==> src/rtl/orrq_pkg.sv <==
package orrq_pkg;

    localparam int CAPACITY = 16;
    localparam int CODE_LEN = 8;

    localparam int IDX_W = (CAPACITY > 1) ? $clog2(CAPACITY) : 1;
    localparam int CNT_W = $clog2(CAPACITY + 1);

    localparam int SEQ_W    = 32;
    localparam int CODE_W   = 56;
    localparam int IN_LEN_W = 8;
    localparam int LEN_W    = 3;
    localparam int DELTA_W  = 32;
    localparam int OCC_W    = 5;
    localparam int OP_W     = 2;

    localparam int CODE_CHARS = CODE_W / 8;
    localparam int LEN_LIMIT  = CODE_LEN - 1;

    localparam int S_DATA_W = 128;
    localparam int S_USER_W = 2;
    localparam int M_DATA_W = 128;
    localparam int M_USER_W = 2;

    typedef enum logic [OP_W-1:0] {
        OP_ENQUEUE = 2'd0,
        OP_PEEK    = 2'd1,
        OP_POP     = 2'd2,
        OP_CLEAR   = 2'd3
    } op_t;

    typedef enum logic {
        ST_IDLE,
        ST_RESP
    } state_t;

    // Sequence sits in the low bits so the record packs straight into tdata.
    typedef struct packed {
        logic signed [DELTA_W-1:0] delta;
        logic [LEN_W-1:0]          len;
        logic [CODE_W-1:0]         code;
        logic [SEQ_W-1:0]          seq;
    } rec_t;

    localparam int REC_W = $bits(rec_t);

    typedef struct packed {
        op_t                       op;
        logic signed [DELTA_W-1:0] delta;
        logic [IN_LEN_W-1:0]       len;
        logic [CODE_W-1:0]         code;
        logic [SEQ_W-1:0]          seq;
    } in_item_t;

    typedef struct packed {
        logic             ok;
        logic             over;
        logic [OCC_W-1:0] occ;
        rec_t             rec;
    } result_t;

    typedef struct packed {
        logic             we;
        logic [IDX_W-1:0] waddr;
        rec_t             wdata;
        logic             re;
        logic [IDX_W-1:0] raddr;
    } ram_req_t;

    typedef struct packed {
        logic             ok;
        logic             over;
        logic             rd;
        logic [CNT_W-1:0] count;
    } pend_t;

    function automatic logic [IDX_W-1:0] ring_next(input logic [IDX_W-1:0] i);
        return (i == IDX_W'(CAPACITY - 1)) ? '0 : i + 1'b1;
    endfunction

endpackage

==> src/rtl/orrq_ram.sv <==
module orrq_ram
    import orrq_pkg::*;
(
    input  logic     aclk,
    input  ram_req_t req,
    output rec_t     rd_data
);

    rec_t mem [CAPACITY];
    rec_t rd_data_reg;

    always_ff @(posedge aclk) begin
        if (req.we) begin
            mem[req.waddr] <= req.wdata;
        end
        // Hold read data until the next read request.
        if (req.re) begin
            rd_data_reg <= mem[req.raddr];
        end
    end

    assign rd_data = rd_data_reg;

endmodule

==> src/rtl/orrq_code_trim.sv <==
module orrq_code_trim
    import orrq_pkg::*;
(
    input  logic [CODE_W-1:0]   code,
    input  logic [IN_LEN_W-1:0] code_length,
    output logic [CODE_W-1:0]   kept_code,
    output logic [LEN_W-1:0]    kept_len
);

    logic [LEN_W-1:0] limit;
    logic             alive;

    assign limit = (code_length < IN_LEN_W'(LEN_LIMIT)) ? code_length[LEN_W-1:0]
                                                          : LEN_W'(LEN_LIMIT);

    // Keep characters up to the limit, stop at the first zero character.
    always_comb begin
        kept_code = '0;
        kept_len  = '0;
        alive     = 1'b1;
        for (int i = 0; i < CODE_CHARS; i++) begin
            if (alive && (LEN_W'(i) < limit) && (code[8*i +: 8] != 8'h00)) begin
                kept_code[8*i +: 8] = code[8*i +: 8];
                kept_len            = LEN_W'(i + 1);
            end else begin
                alive = 1'b0;
            end
        end
    end

endmodule

==> src/rtl/orrq_ctrl.sv <==
module orrq_ctrl
    import orrq_pkg::*;
(
    input  logic     aclk,
    input  logic     aresetn,
    input  logic     in_valid,
    output logic     in_ready,
    input  in_item_t item,
    input  logic     out_free,
    output logic     res_valid,
    output result_t  res,
    output ram_req_t ram_req,
    input  rec_t     ram_rd
);

    state_t           state_reg, state_next;
    logic [IDX_W-1:0] head_reg, head_next;
    logic [IDX_W-1:0] tail_reg, tail_next;
    logic [CNT_W-1:0] count_reg, count_next;
    pend_t            pend_reg, pend_next;

    logic [CODE_W-1:0] kept_code;
    logic [LEN_W-1:0]  kept_len;
    logic              accept;

    orrq_code_trim u_trim (
        .code        (item.code),
        .code_length (item.len),
        .kept_code   (kept_code),
        .kept_len    (kept_len)
    );

    always_ff @(posedge aclk) begin
        if (!aresetn) begin
            state_reg <= ST_IDLE;
            head_reg  <= '0;
            tail_reg  <= '0;
            count_reg <= '0;
        end else begin
            state_reg <= state_next;
            head_reg  <= head_next;
            tail_reg  <= tail_next;
            count_reg <= count_next;
        end
    end

    always_ff @(posedge aclk) begin
        pend_reg <= pend_next;
    end

    always_comb begin
        state_next = state_reg;
        head_next  = head_reg;
        tail_next  = tail_reg;
        count_next = count_reg;
        pend_next  = pend_reg;
        ram_req    = '0;
        in_ready   = 1'b0;

        unique case (state_reg)
            ST_IDLE: begin
                in_ready = 1'b1;
            end
            ST_RESP: begin
                in_ready = out_free;
                if (out_free) begin
                    state_next = ST_IDLE;
                end
            end
            default: begin
                state_next = ST_IDLE;
            end
        endcase

        accept = in_valid && in_ready;

        if (accept) begin
            state_next = ST_RESP;
            pend_next  = '0;
            case (item.op) inside
                OP_ENQUEUE: begin
                    if ((item.seq != '0) && (kept_len != '0)) begin
                        pend_next.ok     = 1'b1;
                        ram_req.we       = 1'b1;
                        ram_req.wdata    = '{delta: item.delta, len: kept_len,
                                             code: kept_code, seq: item.seq};
                        if (count_reg == CNT_W'(CAPACITY)) begin
                            // Full: replace the oldest record, head and tail move together.
                            ram_req.waddr  = head_reg;
                            head_next      = ring_next(head_reg);
                            tail_next      = ring_next(head_reg);
                            pend_next.over = 1'b1;
                        end else begin
                            ram_req.waddr = tail_reg;
                            tail_next     = ring_next(tail_reg);
                            count_next    = count_reg + 1'b1;
                        end
                    end
                end
                OP_PEEK, OP_POP: begin
                    if (count_reg != '0) begin
                        pend_next.ok  = 1'b1;
                        pend_next.rd  = 1'b1;
                        ram_req.re    = 1'b1;
                        ram_req.raddr = head_reg;
                        if (item.op == OP_POP) begin
                            count_next = count_reg - 1'b1;
                            if (count_reg == CNT_W'(1)) begin
                                head_next = '0;
                                tail_next = '0;
                            end else begin
                                head_next = ring_next(head_reg);
                            end
                        end
                    end
                end
                default: begin
                    head_next    = '0;
                    tail_next    = '0;
                    count_next   = '0;
                    pend_next.ok = 1'b1;
                end
            endcase
            pend_next.count = count_next;
        end
    end

    assign res_valid = (state_reg == ST_RESP);

    always_comb begin
        res      = '0;
        res.ok   = pend_reg.ok;
        res.over = pend_reg.over;
        res.occ  = OCC_W'(pend_reg.count);
        if (pend_reg.rd) begin
            res.rec = ram_rd;
        end
    end

endmodule

==> src/rtl/overwriting_record_ring_queue_core.sv <==
// Response path: the request's RAM read and control result are registered at the accepting
// edge, then move into the output register that drives m_tvalid once it is free.
// Throughput: one request per cycle while m_tready stays high; the RAM read at the
// accepting edge and the output register at the next edge form the two stages.
// Reset: aresetn clears head, tail, count, control state and the output valid.
// The record RAM is not cleared; entries are read only after being written.
module overwriting_record_ring_queue_core
    import orrq_pkg::*;
(
    input  logic                aclk,
    input  logic                aresetn,
    input  logic                s_tvalid,
    output logic                s_tready,
    input  logic [S_DATA_W-1:0] s_tdata,  // sequence_req, code, code_length, delta
    input  logic [S_USER_W-1:0] s_tuser,  // operation
    output logic                m_tvalid,
    input  logic                m_tready,
    output logic [M_DATA_W-1:0] m_tdata,  // out_sequence, out_code, out_code_length,
                                          // out_delta, occupancy
    output logic [M_USER_W-1:0] m_tuser   // ok, overwrote
);

    in_item_t item;
    result_t  res;
    result_t  out_reg;
    logic     res_valid;
    logic     out_valid_reg;
    logic     out_free;
    ram_req_t ram_req;
    rec_t     ram_rd;

    always_comb begin
        item.op = op_t'(s_tuser);
        {item.delta, item.len, item.code, item.seq} = s_tdata;
    end

    assign out_free = !out_valid_reg || m_tready;

    orrq_ctrl u_ctrl (
        .aclk      (aclk),
        .aresetn   (aresetn),
        .in_valid  (s_tvalid),
        .in_ready  (s_tready),
        .item      (item),
        .out_free  (out_free),
        .res_valid (res_valid),
        .res       (res),
        .ram_req   (ram_req),
        .ram_rd    (ram_rd)
    );

    orrq_ram u_ram (
        .aclk    (aclk),
        .req     (ram_req),
        .rd_data (ram_rd)
    );

    always_ff @(posedge aclk) begin
        if (!aresetn) begin
            out_valid_reg <= 1'b0;
        end else if (out_free) begin
            out_valid_reg <= res_valid;
        end
    end

    always_ff @(posedge aclk) begin
        if (out_free && res_valid) begin
            out_reg <= res;
        end
    end

    assign m_tvalid = out_valid_reg;
    assign m_tdata  = {out_reg.occ, out_reg.rec};
    assign m_tuser  = {out_reg.over, out_reg.ok};

endmodule

==> config.mk <==
export PLATFORM = sky130hd
export DESIGN_NAME = overwriting_record_ring_queue_core
export DESIGN_NICKNAME = d
export VERILOG_FILES = /design/src/rtl/orrq_pkg.sv /design/src/rtl/orrq_ram.sv /design/src/rtl/orrq_code_trim.sv /design/src/rtl/orrq_ctrl.sv /design/src/rtl/overwriting_record_ring_queue_core.sv
export SDC_FILE = /design/constraint.sdc
export NUM_CORES = 2
export LEC_CHECK = 0
export BUFFER_PORTS_ARGS = -buffer_cell sky130_fd_sc_hd__buf_2
export CELL_PAD_IN_SITES_DETAIL_PLACEMENT = 2
export CELL_PAD_IN_SITES_GLOBAL_PLACEMENT = 2
export CORE_MARGIN = 5
export CORE_UTILIZATION = 52
export DETAILED_ROUTE_END_ITERATION = 6
export PLACE_DENSITY_LB_ADDON = 0.15
export SLEW_MARGIN = 40
export SYNTH_ARGS = -nofsm -noshare
export SYNTH_HDL_FRONTEND = slang
export SYNTH_SLANG_ARGS = --single-unit
==> constraint.sdc <==
create_clock -name aclk -period 19.4 [get_ports aclk]
set_input_delay 3.88 -clock aclk [delete_from_list [all_inputs] [get_ports aclk]]
set_output_delay 3.88 -clock aclk [all_outputs]
set_load 0.01 [all_outputs]
==> results.py, run 1 <==
metrics = {
    "place": {
        "hpwl_mm": 176,
        "place_congestion": 0.772,
        "port_buffers": 265,
    },
    "logic_synthesis": {
        "synth_edf_count": 2229,
        "netlist_instances": 4638,
        "ys_seq_area_frac": 0.771,
        "muxShareOfSynthArea": 0.110,
        "ys_ff_latch": 2244,
        "ys_types": 63,
        "synth_most_common_cell": "edfxtp_1",
        "synth-simple-area-share": 0.0373,
        "synthFlopType": "edfxtp_1",
        "synth_top_cell_by_area": "edfxtp_1",
        "yosys-top-cells-area": "edfxtp_1, mux4_2, mux2_2",
        "synth_nets": 4780,
        "synth_compound_area_frac": 0.0600,
        "synth_top_family_by_area": "multiplexers",
        "synth_top_cells_by_count": "edfxtp_1, clkbuf_1, a221oi_1",
        "yosys.area_share.adder": 0.00115,
        "synth_top_area_frac": 0.767,
        "synthArstFlopShare": 0,
        "yosysWarnings": 0,
        "synth_xor_area_frac": 0.000502,
        "syn_area_mm2": 0.0872,
        "syn_area_per_cell_um2": 18.8,
    },
    "die": {
        "fp.dieW_um": 420,
        "placementRows": 150,
        "io_pins": 266,
        "fp.dieH_um": 420,
        "start_util": 0.522,
    },
    "run_status": {
        "status": "aborted with a tool error",
        "tool.error": "[ERROR DPL-0033] detailed placement checks failed during check placement.",
        "lastStage": "detailed placement",
    },
}
[kinds of logic after synthesis]
group | after synthesis
compound gates | 680
xor+xnor | 5
fa+ha+maj | 8
buf+inv | 441
flops | 2244
mux | 620
simple gates | 640
[stage by stage]
stage	std cells	instance area (µm²)	setup WS (ps)	hold WS [ps]
2_1_floorplan	4638	87200	8230	400
3_3_place_gp	6890	91100	10520	410
==> run 2: changes to the inputs <==
CELL_PAD_IN_SITES_DETAIL_PLACEMENT = unset   (was 2)
CELL_PAD_IN_SITES_GLOBAL_PLACEMENT = unset   (was 2)
CORE_UTILIZATION = 40   (was 52)
==> run 2 against run 1 <==
The flow now finishes, with violations (design-rule violations). Synthesized cell count stayed put. Area after synthesis stayed put.
==> results.py, run 2 <==
metrics = {
    "timing": {
        "max_freq_mhz": 121,
        "maxSlewViolCount": 0,
        "relSlewSlack": 0.422,
        "hold_slack_ps": 419,
        "worst_slack_ps": 11160,
        "finalSetupTns_ps": 0,
        "finalHoldViolCount": 0,
        "finClkSkew_ps": 57.4,
        "max_slew.worst_pin.slew_ps": 866,
        "post-route-period-util": 0.425,
        "setup_violations": 0,
        "period_needed_ps": 8240,
        "rsz0062_at_grt": "no",
    },
    "worst_setup_path": {
        "timing.rr.start": "u_ctrl.count_reg[0]",
        "required_ps": 15520,
        "arrival_ps": 4360,
        "ff2ff_setup_slack_ps": 14120,
        "startpoint_type": "input port",
        "crit_path_start": "m_tready",
        "critPathKind": "input port to output pin",
        "endpoint_kind": "output pin",
        "critPathMaxFanout": 4,
    },
    "clock_network": {
        "cts_tree": "yes",
        "clk_latency_ps": 860,
        "cts_root_buf": "clkbuf_16",
        "postCtsHoldBufs": 0,
        "clkTransAtPathRegs_ps": 60,
        "post_cts_resize_count": 0,
        "cts_setup_buffers": 0,
        "numClockSinks": 2244,
        "clock_path_buffers": 3,
        "numCtsBuffers": 231,
        "cts_max_level": 4,
    },
    "finish": {
        "fin_cells": 8015,
        "seq_area_mm2": 0.0672,
        "final_nets": 5089,
        "multi_input_area_mm2": 0.0185,
        "largest_reg_flops": 1968,
        "final_cell_mix": "edfxtp_1, buf_2, a221oi_1, mux2_2, mux4_2",
        "final_common_cell": "edfxtp_1",
        "syn2layout_area_growth_pct": 14.7,
        "drive_gt1_frac": 0.246,
        "postLayoutCoreUtil": 0.461,
        "n_fill_cell": 18400,
    },
    "place": {
        "place_congestion": 0.762,
        "hpwl_mm": 128,
        "dp_slack_ps": 10500,
        "port_buffers": 265,
        "dp_cells": 7561,
    },
    "routing": {
        "finalWirelength_mm": 233,
        "dr.pass1.iters": 7,
        "dr_total_vias": 45400,
        "drc": 6,
        "ant_nets": 0,
        "drtIter0Drc": 4691,
        "via_per_inst": 5.67,
        "wl_per_cell_um": 29.0,
    },
    "die": {
        "io_pins": 266,
        "fp.coreArea_mm2": 0.217,
        "placementRows": 171,
        "die_area_mm2": 0.228,
        "fp.dieH_um": 477,
        "fp.dieW_um": 477,
        "start_util": 0.402,
    },
    "logic_synthesis": {
        "synth_top_cell_by_area": "edfxtp_1",
        "synth_top_cells_by_count": "edfxtp_1, clkbuf_1, a221oi_1",
        "synth_nets": 4780,
        "ys_seq_area_frac": 0.771,
        "ys_ff_latch": 2244,
        "synthFlopType": "edfxtp_1",
        "syn_area_per_cell_um2": 18.8,
        "netlist_instances": 4638,
        "synthArstFlopShare": 0,
        "synth_most_common_cell": "edfxtp_1",
        "synth_top_area_frac": 0.767,
        "syn_area_mm2": 0.0872,
        "ys_types": 63,
        "synth_edf_count": 2229,
        "yosys-top-cells-area": "edfxtp_1, mux4_2, mux2_2",
        "yosysWarnings": 0,
    },
    "global_route": {
        "antenna_found_initial": 16,
        "grt.total_usage": 0.201,
        "grt_pass1_wl_mm": 338,
        "grt_pass1_vias": 47000,
        "grt_overflow": 0,
        "grt_max_degree": 184,
    },
    "min_path": {
        "min_from": "u_ctrl.res[124]",
        "min_path_type": "flop to flop",
    },
    "power_and_ir_drop": {
        "vdd_drop_max_mv": 0.0924,
        "p_per_area_mw_per_mm2": 101,
        "cellLeakagePower_nw": 33.0,
    },
    "flow_run": {
        "cap_viol_max_count": 0,
    },
    "run_status": {
        "status": "finished with violations",
        "violations": "design-rule violations",
    },
}
run 2: cell counts after synthesis:
No cell type changed its count.
run 2: path summary, 6_finish.rpt:
path,cells after the start,to
max,3,s_tready
min,0,m_tdata[124]
max reg2reg,11,u_ram.rd_data[83]
min reg2reg,0,m_tdata[124]
run 2: metrics by stage:
stage / area, µm² / power (W)
after global routing: 100000 / 0.0105
after CTS: 99800 / 0.0102
after global placement: 91900 / 0.00584
final: 100000 / 0.0101
after floorplan: 87200 / 0.00568
after detailed placement: 92300 / 0.00585
run 2: per-layer routing:
layer / wire length (µm) / vias to the layer above / track usage
li1: - / 19600 / -
met1: 101000 / 24100 / 0.282
met2: 113000 / 1446 / 0.331
met3: 12400 / 285 / 0.0273
met4: 6190 / 0 / 0.0584
met5: 0 / - / 0
run 2: critical path, cell delays in order:
cell and delay [ps]:
buf_2 100, nand3b_1 200, buf_2 170
run 2: kinds of logic after synthesis:
kind of cell | count (synthesis) | synth area share
compound gates | 680 | 0.0600
xor+xnor | 5 | 0.000502
fa+ha+maj | 8 | 0.00115
buf+inv | 441 | 0.0203
flops | 2244 | 0.771
mux | 620 | 0.110
simple gates | 640 | 0.0373
run 2: layout make-up:
type	instances	area share
diodes	10	0.000250
clock buffers	274	0.0598
clock inverters	163	0.0154
inverters	133	0.00514
multi-input cells	1953	0.185
flip-flops and latches	2244	0.672
well taps	2854	0.0357
repair buffers	384	0.0270
run 2: report_power, final:
group	switching, W	total, W	internal (W)
clock network	0.00190	0.00439	0.00249
logic	0.000247	0.000380	0.000134
registers	0.0000217	0.00536	0.00534
Note: power is estimated with default switching activity, not from simulation.
